## config.mk

```make
export PLATFORM = sky130hd
export DESIGN_NAME = deque_with_indexed_read_core
export DESIGN_NICKNAME = d
export VERILOG_FILES = /design/src/rtl/dwir_pkg.sv /design/src/rtl/dwir_ctrl.sv /design/src/rtl/dwir_dp.sv /design/src/rtl/deque_with_indexed_read_core.sv
export SDC_FILE = /design/constraint.sdc
export NUM_CORES = 1
export LEC_CHECK = 0
export BUFFER_PORTS_ARGS = -buffer_cell sky130_fd_sc_hd__buf_2
export CAP_MARGIN = 40
export CORE_MARGIN = 3
export CORE_UTILIZATION = 60
export CTS_BUF_LIST = sky130_fd_sc_hd__clkbuf_8
export CTS_CLUSTER_DIAMETER = 50
export DETAILED_ROUTE_END_ITERATION = 10
export PLACE_DENSITY = 0.77
export SLEW_MARGIN = 25
export SYNTH_ARGS = -nofsm -noshare
export SYNTH_HDL_FRONTEND = slang
export SYNTH_HIERARCHICAL = 1
export SYNTH_SLANG_ARGS = --single-unit
```

## constraint.sdc

```tcl
create_clock -name aclk -period 6.8 [get_ports aclk]
set_input_delay 1.02 -clock aclk [delete_from_list [all_inputs] [get_ports aclk]]
set_output_delay 1.02 -clock aclk [all_outputs]
set_load 0.1 [all_outputs]
```

## src/rtl/dwir_pkg.sv

```systemverilog
// shared types and constants for the deque with indexed read
// no dependencies
`timescale 1ns / 1ps
`default_nettype none

package dwir_pkg;

    localparam int DEPTH_DEF     = 16;
    localparam int WORD_BITS_DEF = 32;

    localparam int REQ_W   = 2;
    localparam int DATA_W  = 32;
    localparam int POS_W   = 5;
    localparam int COUNT_W = 5;

    localparam int S_FIELDS_W = REQ_W + DATA_W + POS_W;
    localparam int S_TDATA_W  = ((S_FIELDS_W + 7) / 8) * 8;
    localparam int M_FIELDS_W = 1 + DATA_W + COUNT_W;
    localparam int M_TDATA_W  = ((M_FIELDS_W + 7) / 8) * 8;

    typedef enum logic [REQ_W-1:0] {
        REQ_PUSH_FRONT = 2'd0,
        REQ_PUSH_BACK  = 2'd1,
        REQ_POP_FRONT  = 2'd2,
        REQ_READ_AT    = 2'd3
    } req_t;

    typedef enum logic [2:0] {
        ST_IDLE = 3'b001,
        ST_EXEC = 3'b010,
        ST_RESP = 3'b100
    } state_t;

    typedef struct packed {
        logic load;
        logic exec;
    } dwir_cmd_t;

endpackage

`default_nettype wire

```

## src/rtl/dwir_ctrl.sv

```systemverilog
// controller state machine: accepts a request, runs it, holds the result
// depends on dwir_pkg
`timescale 1ns / 1ps
`default_nettype none

module dwir_ctrl (
    input  wire                 aclk,
    input  wire                 aresetn,
    input  wire                 s_tvalid,
    output logic                s_tready,
    output logic                m_tvalid,
    input  wire                 m_tready,
    output dwir_pkg::dwir_cmd_t cmd
);
    import dwir_pkg::*;

    state_t state_reg;
    state_t state_next;

    always_ff @(posedge aclk) begin
        if (!aresetn) begin
            state_reg <= ST_IDLE;
        end else begin
            state_reg <= state_next;
        end
    end

    always_comb begin
        state_next = state_reg;
        case (state_reg)
            ST_IDLE: begin
                if (s_tvalid) state_next = ST_EXEC;
            end
            ST_EXEC: begin
                state_next = ST_RESP;
            end
            ST_RESP: begin
                if (m_tready) state_next = ST_IDLE;
            end
            default: begin
                state_next = ST_IDLE;
            end
        endcase
    end

    assign s_tready = (state_reg == ST_IDLE);
    assign m_tvalid = (state_reg == ST_RESP);
    assign cmd.load = s_tvalid && s_tready;
    assign cmd.exec = (state_reg == ST_EXEC);

endmodule

`default_nettype wire

```

## src/rtl/dwir_dp.sv

```systemverilog
// datapath: request registers, ring pointers, slot memory, result fields
// depends on dwir_pkg
`timescale 1ns / 1ps
`default_nettype none

module dwir_dp #(
    parameter int DEPTH     = dwir_pkg::DEPTH_DEF,
    parameter int WORD_BITS = dwir_pkg::WORD_BITS_DEF
) (
    input  wire                            aclk,
    input  wire                            aresetn,
    input  dwir_pkg::dwir_cmd_t            cmd,
    input  wire  [dwir_pkg::S_TDATA_W-1:0] s_tdata,
    output logic [dwir_pkg::M_TDATA_W-1:0] m_tdata
);
    import dwir_pkg::*;

    localparam int IDX_W = $clog2(DEPTH);
    localparam int CNT_W = $clog2(DEPTH + 1);
    localparam int CMP_W = (CNT_W > POS_W) ? CNT_W : POS_W;

    logic [WORD_BITS-1:0] mem [DEPTH];

    req_t                 req_reg;
    logic [WORD_BITS-1:0] word_reg;
    logic [POS_W-1:0]     pos_reg;
    logic [IDX_W-1:0]     head_reg;
    logic [IDX_W-1:0]     head_next;
    logic [CNT_W-1:0]     fill_reg;
    logic [CNT_W-1:0]     fill_next;
    logic                 ok_reg;
    logic                 ok_next;
    logic                 has_data_reg;
    logic                 has_data_next;
    logic [WORD_BITS-1:0] rd_data_reg;

    logic [WORD_BITS-1:0] in_word;
    logic [DATA_W-1:0]    out_word;
    logic [WORD_BITS-1:0] data_sel;

    logic                 full;
    logic                 empty;
    logic [CMP_W-1:0]     pos_ext;
    logic [CMP_W-1:0]     fill_ext;
    logic [IDX_W-1:0]     rd_off;
    logic [IDX_W-1:0]     off;
    logic [IDX_W:0]       sum;
    logic [IDX_W-1:0]     wrapped;
    logic [IDX_W-1:0]     head_dec;
    logic [IDX_W-1:0]     addr;
    logic                 we;

    generate
        if (WORD_BITS >= DATA_W) begin : g_in_ext
            assign in_word  = WORD_BITS'(s_tdata[REQ_W +: DATA_W]);
            assign out_word = data_sel[DATA_W-1:0];
        end else begin : g_in_trunc
            assign in_word  = s_tdata[REQ_W +: WORD_BITS];
            assign out_word = DATA_W'(data_sel);
        end
    endgenerate

    always_ff @(posedge aclk) begin
        if (cmd.load) begin
            req_reg  <= req_t'(s_tdata[REQ_W-1:0]);
            word_reg <= in_word;
            pos_reg  <= s_tdata[REQ_W + DATA_W +: POS_W];
        end
    end

    assign full     = (fill_reg == CNT_W'(DEPTH));
    assign empty    = (fill_reg == '0);
    assign pos_ext  = CMP_W'(pos_reg);
    assign fill_ext = CMP_W'(fill_reg);
    assign rd_off   = (pos_ext == fill_ext) ? IDX_W'(fill_ext - 1'b1) : IDX_W'(pos_ext);
    assign off      = (req_reg == REQ_PUSH_BACK) ? fill_reg[IDX_W-1:0] :
                      (req_reg == REQ_POP_FRONT) ? IDX_W'(1) : rd_off;
    assign head_dec = (head_reg == '0) ? IDX_W'(DEPTH - 1) : head_reg - 1'b1;
    assign sum      = {1'b0, head_reg} + {1'b0, off};
    assign wrapped  = (sum >= (IDX_W + 1)'(DEPTH)) ? IDX_W'(sum - (IDX_W + 1)'(DEPTH))
                                                   : sum[IDX_W-1:0];

    always_comb begin
        ok_next       = 1'b0;
        has_data_next = 1'b0;
        addr          = wrapped;
        we            = 1'b0;
        head_next     = head_reg;
        fill_next     = fill_reg;
        case (req_reg)
            REQ_PUSH_FRONT: begin
                ok_next = !full;
                addr    = head_dec;
                we      = ok_next;
                if (ok_next) begin
                    head_next = head_dec;
                    fill_next = fill_reg + 1'b1;
                end
            end
            REQ_PUSH_BACK: begin
                ok_next = !full;
                we      = ok_next;
                if (ok_next) fill_next = fill_reg + 1'b1;
            end
            REQ_POP_FRONT: begin
                ok_next       = !empty;
                has_data_next = ok_next;
                addr          = head_reg;
                if (ok_next) begin
                    head_next = wrapped;
                    fill_next = fill_reg - 1'b1;
                end
            end
            REQ_READ_AT: begin
                ok_next       = !empty && (pos_ext <= fill_ext);
                has_data_next = ok_next;
            end
            default: begin
                ok_next = 1'b0;
            end
        endcase
    end

    always_ff @(posedge aclk) begin
        if (!aresetn) begin
            head_reg <= '0;
            fill_reg <= '0;
        end else if (cmd.exec) begin
            head_reg <= head_next;
            fill_reg <= fill_next;
        end
    end

    always_ff @(posedge aclk) begin
        if (cmd.exec) begin
            ok_reg       <= ok_next;
            has_data_reg <= has_data_next;
        end
    end

    // slot memory, registered read
    always_ff @(posedge aclk) begin
        if (cmd.exec) begin
            if (we) mem[addr] <= word_reg;
            rd_data_reg <= mem[addr];
        end
    end

    assign data_sel = has_data_reg ? rd_data_reg : '0;
    assign m_tdata  = M_TDATA_W'({COUNT_W'(fill_reg), out_word, ok_reg});

endmodule

`default_nettype wire

```

## src/rtl/deque_with_indexed_read_core.sv

```systemverilog
// top level of the deque with indexed read: controller plus datapath
// depends on dwir_pkg, dwir_ctrl, dwir_dp
`timescale 1ns / 1ps
`default_nettype none

// Bounded deque of DEPTH words in a ring buffer with one result per request:
// push front, push back, pop front, or read at a position (0 is the front;
// a position equal to the count returns the back element). Each request holds
// the block through accept, one memory access and result, a sequence set by the
// single-port slot memory with registered read: the result is presented in the
// state after the access state, a result stall holds the block until the result
// is accepted, and the next request is taken in the cycle after the transfer.
// No clearing pass after reset.

module deque_with_indexed_read_core #(
    parameter int DEPTH     = dwir_pkg::DEPTH_DEF,
    parameter int WORD_BITS = dwir_pkg::WORD_BITS_DEF
) (
    input  wire                            aclk,
    input  wire                            aresetn,
    input  wire                            s_tvalid,
    output logic                           s_tready,
    // req_type[1:0], data_in[33:2], position[38:34]
    input  wire  [dwir_pkg::S_TDATA_W-1:0] s_tdata,
    output logic                           m_tvalid,
    input  wire                            m_tready,
    // ok[0], data_out[32:1], count[37:33]
    output logic [dwir_pkg::M_TDATA_W-1:0] m_tdata
);
    import dwir_pkg::*;

    dwir_cmd_t cmd;

    dwir_ctrl u_ctrl (
        .aclk     (aclk),
        .aresetn  (aresetn),
        .s_tvalid (s_tvalid),
        .s_tready (s_tready),
        .m_tvalid (m_tvalid),
        .m_tready (m_tready),
        .cmd      (cmd)
    );

    dwir_dp #(
        .DEPTH     (DEPTH),
        .WORD_BITS (WORD_BITS)
    ) u_dp (
        .aclk    (aclk),
        .aresetn (aresetn),
        .cmd     (cmd),
        .s_tdata (s_tdata),
        .m_tdata (m_tdata)
    );

    a_no_accept_while_result: assert property (@(posedge aclk) disable iff (!aresetn)
        (s_tvalid && s_tready) |-> !m_tvalid)
        else $error("transfer accepted while a result is pending");

    a_exec_after_load: assert property (@(posedge aclk) disable iff (!aresetn)
        cmd.load |=> (cmd.exec && !s_tready))
        else $error("accepted request not executed");

    a_result_after_exec: assert property (@(posedge aclk) disable iff (!aresetn)
        cmd.exec |=> m_tvalid)
        else $error("result not presented after execution");

endmodule

`default_nettype wire
```

# == Word level (Yosys, flattened, before mapping) ==
# Memories as Yosys holds them, arrays and structs flattened. A register that Yosys moved wholly into a read port is not among the register bits.
# Cells that the tools add are included.
# word_totals
reg_bits,53
latchBits,0
ram_bits,512
mem_bits_ro,0
inputBits,44
output_inout_bits,42
word_cells,64
memories,1
# classes
n_addsub,5
multipliers,0
div,0
order_cmp,2
eq_ne,13
n_shift,0
n_mux,22
n_bitwise,0
reduce_logical,13
# mem_list
name,words,width,read_ports,rd_clocked_by_memory_dff,wr,line,rtl
u_dp.mem,16,32,1,1,1,dwir_dp.sv:22,logic [WORD_BITS-1:0] mem [DEPTH];
# op_table
cell,count
$mux W32,1
$mux W4,7
$pmux W4 S2,2
$mux W5,2
$pmux W5 S2,1
$pmux W3 S3,1
$ne A2 B2 Y1 const B,4
$reduce_and A4 Y1,2
$sub A4 B1 Y4 const B,2
$mux W3,2
$add A4 B4 Y5,1
$add A5 B1 Y5 const B,1
$eq A5 B5 Y1,1
$eq A5 B5 Y1 const B,1
$ge A5 B5 Y1 const B,1
$le A5 B5 Y1,1
$logic_not A5 Y1,1
$sub A5 B1 Y5 const B,1
$eq A2 B2 Y1 const B,2
$logic_not A4 Y1,1
$mux W1,4
$reduce_bool A2 Y1,2
$eq A3 B1 Y1 const B,1
$eq A3 B2 Y1 const B,1
other kinds (10),12

# == Depth between registers and ports, before layout ==
# depth
word_depth,9
depth_mapped,20
mapped_depth_nobuf,17

# == Hierarchy ==
# The synthesis kept the hierarchy.
# modules_own_cells
mod,n_inst,cells_each,area_each_um2,seq_area_each_um2
dwir_dp,1,1669,23626.4,17747.0
dwir_ctrl,1,15,153.9,60.1

# == Worst setup path before layout ==
# Ideal clock, no wire load.
# synth_timing
path_type,reg-to-reg
from,"register u_dp.fill_reg[3], in the netlist u_dp/fill_ext[3]"
to,memory u_dp/mem[14][0] (netlist bit) (enable)
setup_time_ns,0.461
arrival_ns,6.298
required_ns,6.339
path_slack_ns,0.041
path_stages_with_launch,19
path_buffers,4
period_less_slack_ns,6.759
cell_sequence,dfxtp_1 clkbuf_1 inv_1 ha_1 and4_1 and2_1 o21ai_0 a211o_1 ha_1 inv_1 fa_1 nand2b_1 o31a_1 buf_2 buf_2 clkbuf_1 nor2_1 nand2_1 nor3_1
# synth_between
elab_chain_len,8
word_cells_on_any_way,16
cone_classes,add/sub: 3; order compare: 1; eq/ne: 2; mux: 9; reduce/logical: 1
# synth_rtl
item,line,rtl
"start, declared",dwir_dp.sv:29,logic [CNT_W-1:0] fill_reg;
"start signal, assigned",dwir_dp.sv:130,fill_reg <= fill_next;
$sub A5 B1 Y5 or $eq A5 B5 Y1 (tied branches),dwir_dp.sv:75,assign rd_off = (pos_ext == fill_ext) ? IDX_W'(fill_ext - 1'b1) : IDX_W'(pos_ext);
$mux W4,dwir_dp.sv:75,
$mux W4,dwir_dp.sv:77,(req_reg == REQ_POP_FRONT) ? IDX_W'(1) : rd_off;
$mux W4,dwir_dp.sv:76,assign off = (req_reg == REQ_PUSH_BACK) ? fill_reg[IDX_W-1:0] :
$add A4 B4 Y5,dwir_dp.sv:79,"assign sum = {1'b0, head_reg} + {1'b0, off};"
$sub A4 B1 Y4 or $ge A5 B5 Y1 (tied branches),dwir_dp.sv:80,assign wrapped = (sum >= (IDX_W + 1)'(DEPTH)) ? IDX_W'(sum - (IDX_W + 1)'(DEPTH))
$mux W4,dwir_dp.sv:80,
$pmux W4 S2,dwir_dp.sv:90,case (req_reg)
"end, declared",dwir_dp.sv:22,
# Parallel ways exist; a longest one is shown, timed or not.

# == Worst setup path in the final report ==
# layout_timing
from,"register u_dp.fill_reg[3], in the netlist u_dp/fill_ext[3]"
to,memory u_dp/mem[9][10] (netlist bit) (enable)
# The elaborated chain is that of the path after synthesis.

==> flow_summary.toml <==
[global_route]
antenna_found_initial = 0
track_usage = 0.252
grt_pass1_wl_mm = 80.2
grt_pass1_vias = 14300
grt_start_max_net_pins = 192
overflow = 0

[finish]
antennaDiodeCount = 0
layout.cells.non_filler = 2364
fillCellCount = 2652
final_util = 0.677
syn2layout_area_growth_pct = 10.8
multi_input_area_um2 = 5530
nets = 1841
largest_reg_flops = 512
final_area_um2 = 26400
layout-drive-gt1-share = 0.144
area.sequential_um2 = 17800

[critical_path]
timing.rr.start = "u_dp/fill_ext[3]$_SDFFE_PN0P_"
crit_type = "register to register"
critical_path.max_fanout = 20
critPathCaptureType = "register"
r2r_setup_slack_ns = 1.38
cp-start-kind = "register"
crit_required_ns = 7.08
arrival_ns = 5.71
reg2regPathDepth = 17
timing.critical_path.to = "u_dp/mem[9][10]$_DFFE_PP_"
rr_endpoint = "u_dp/mem[9][10]$_DFFE_PP_"
cp-startpoint = "u_dp/fill_ext[3]$_SDFFE_PN0P_"

[yosys]
synthMuxAreaShare = 0.00489
synth_top_family_by_area = "simple AND/OR/NAND/NOR gates"
syn_area_um2 = 23800
yosysWarnings = 6
yosys-top-cells-area = "edfxtp_1 (74%), nand2_1 (6.1%), a21oi_1 (2.9%)"
synth_top_area_share = 0.739
synth_edf_count = 585
yosysSeqAreaShare = 0.749
synth_compound_area_frac = 0.100
avgSynthCellArea_um2 = 14.1
ys_ff_latch = 597
synth_xor_area_frac = 0.00258
syn-instance-count = 1684
yosys.cell_types.count = 63
synth_flop_cell = "edfxtp_1"
synthArstFlopShare = 0
yosys.area_share.simple = 0.111
synth_fa_ha_area_frac = 0.00768
synth_area_leader_cell = "edfxtp_1"

[flow_run]
cap_violations = 0

[sta]
max_freq_mhz = 184
finalMaxSlewViolations = 0
whs_ns = 0.541
rsz0062_at_grt = "no"
period_needed_ns = 5.42
maxSlewHeadroom = 0.378
worstMarginPinSlew_ns = 0.933
setup_viol = 0
skew_ns = 0.0236
fin_crit_sh = 0.798
fin_ws_ns = 1.38
hold_viol = 0
final.setup.tns_ns = 0

[floorplan]
die-area_um2 = 42100
chipHeight_um = 205
initial_utilization = 0.611
io-pin-count = 86
core_area_um2 = 38900
die_x_um = 205
rows = 72

[pwr]
total_power_mw = 7.46
powerDensity_nw_per_um2 = 283
ir_drop_uv = 157
power_leakage_nw = 9.12

[detailed_routing]
num_vias = 14600
wl_per_cell_um = 22.2
vias_per_cell = 6.17
antenna_left = 0
route.final.wire_length_mm = 52.6
drt_first_iter_violations = 1689
firstDrtPassIters = 7
drc = 0

[clocking]
clk_pin_slew_ns = 0.06
ctsRootBufferMaster = "clkbuf_8"
post_cts.repair.setup_buffers = 0
cts_resized = 0
ctsLongestPathBuffers = 3
cts_tree = "yes"
cts_max_level = 3
ctsHoldBuffers = 0
worstSkewPairLatency_ns = 0.65
cts_sinks = 597
numCtsBuffers = 92

[placed_design]
hpwl_mm = 27.0
place_area_um2 = 24800
place_inst = 2206
portBuffers = 82
routabilityCongestion = 0.827
dp_slack_ns = 1.39

[worst_hold_path]
min-delay-path-class = "input port to register"

[run_status]
status = "completed"
==> critical path, stage by stage (launching register included) <==
cell,delay (ns)
dfxtp_1,0.56
inv_1,0.09
ha_1,0.31
and4_1,0.25
nand2_2,0.13
o21ai_0,0.24
nor2_1,0.06
o31ai_1,0.31
ha_1,0.29
a21o_1,0.18
a21oi_2,0.14
xor2_1,0.49
and3_1,0.29
o31ai_4,0.07
buf_4,0.26
nand2b_1,0.36
nor2_4,0.50
buf_4,0.47
==> worst min-delay path by stage <==
stage	depth (start not counted)	to	slack, ns	from
floorplan	2	u_dp/head_reg[1]$_SDFFE_PN0P_	0.54	u_dp/head_reg[1]$_SDFFE_PN0P_
global placement	2	u_ctrl/state_reg[2]$_SDFFE_PN0P_	0.58	u_ctrl/state_reg[1]$_SDFFE_PN0P_
detailed placement	2	u_dp/head_reg[0]$_SDFFE_PN0P_	0.60	u_dp/head_reg[0]$_SDFFE_PN0P_
CTS	1	u_dp/word_reg[8]$_DFFE_PP_	0.50	s_tdata[10]
global route	1	u_dp/word_reg[30]$_DFFE_PP_	0.51	s_tdata[32]
finish	1	u_dp/word_reg[3]$_DFFE_PP_	0.54	s_tdata[5]
==> kinds of logic (layout without fill, tap and decap cells) <==
logic type	Yosys count	after routing
AOI/OAI and AO/OA	339	339
and+or+nand+nor	588	588
other	1	2
xor gates and xnor gates	7	7
adders and majority gates	14	14
buffers and inverters	129	290
muxes	9	9
DFF	597	597
==> synth_stat cells (5+ instances only) <==
cell,n
a21oi_1,138
a221o_1,64
a311oi_1,32
a31oi_1,32
and2_1,36
and3_1,32
buf_1,13
buf_2,45
buf_4,8
clkbuf_1,45
dfxtp_1,12
edfxtp_1,585
ha_1,13
inv_1,15
mux2i_1,6
nand2_1,386
nand2b_1,7
nand3_1,67
nor2_1,29
o211ai_1,32
o21a_1,5
o21ai_0,10
xnor2_1,6
==> layout make-up <==
class | instances | share of cell area
inverter | 15 | 0.00214
clock buffer | 95 | 0.0496
sequential | 597 | 0.676
timing repair buffer | 118 | 0.0285
clock inverter | 62 | 0.00997
tap | 518 | 0.0246
multi-input combinational | 959 | 0.210
==> per-layer routing <==
| metal | routed length (um) | GRT usage | part of all wire | up-vias |
|---|---|---|---|---|
| met5 | 0 | 0 | 0 | - |
| met4 | 1410 | 0.0964 | 0.027 | 0 |
| met3 | 4790 | 0.0467 | 0.091 | 121 |
| met2 | 25000 | 0.392 | 0.47 | 719 |
| met1 | 21400 | 0.359 | 0.41 | 7180 |
| li1 | - | - | - | 6562 |
==> where the power goes <==
part           internal [mW]  leakage, nW  switching (mW)
logic                  0.226         2.80           0.491
registers               4.10         5.38          0.0607
clock network           1.28        0.934            1.30
==> layout by cell type (no fill, tap or decap), drive strengths merged, types with 7 or more instances in the layout <==
cell,instances
a21oi,140
a221o,64
a311oi,32
a31oi,32
and2,37
and3,32
buf,118
clkbuf,95
clkinv,21
dfxtp,12
edfxtp,585
ha,13
inv,53
nand2,387
nand2b,7
nand3,67
nor2,29
nor3,8
o211ai,32
o21ai,12
o31ai,7
Power figures use the tool's default switching activity.
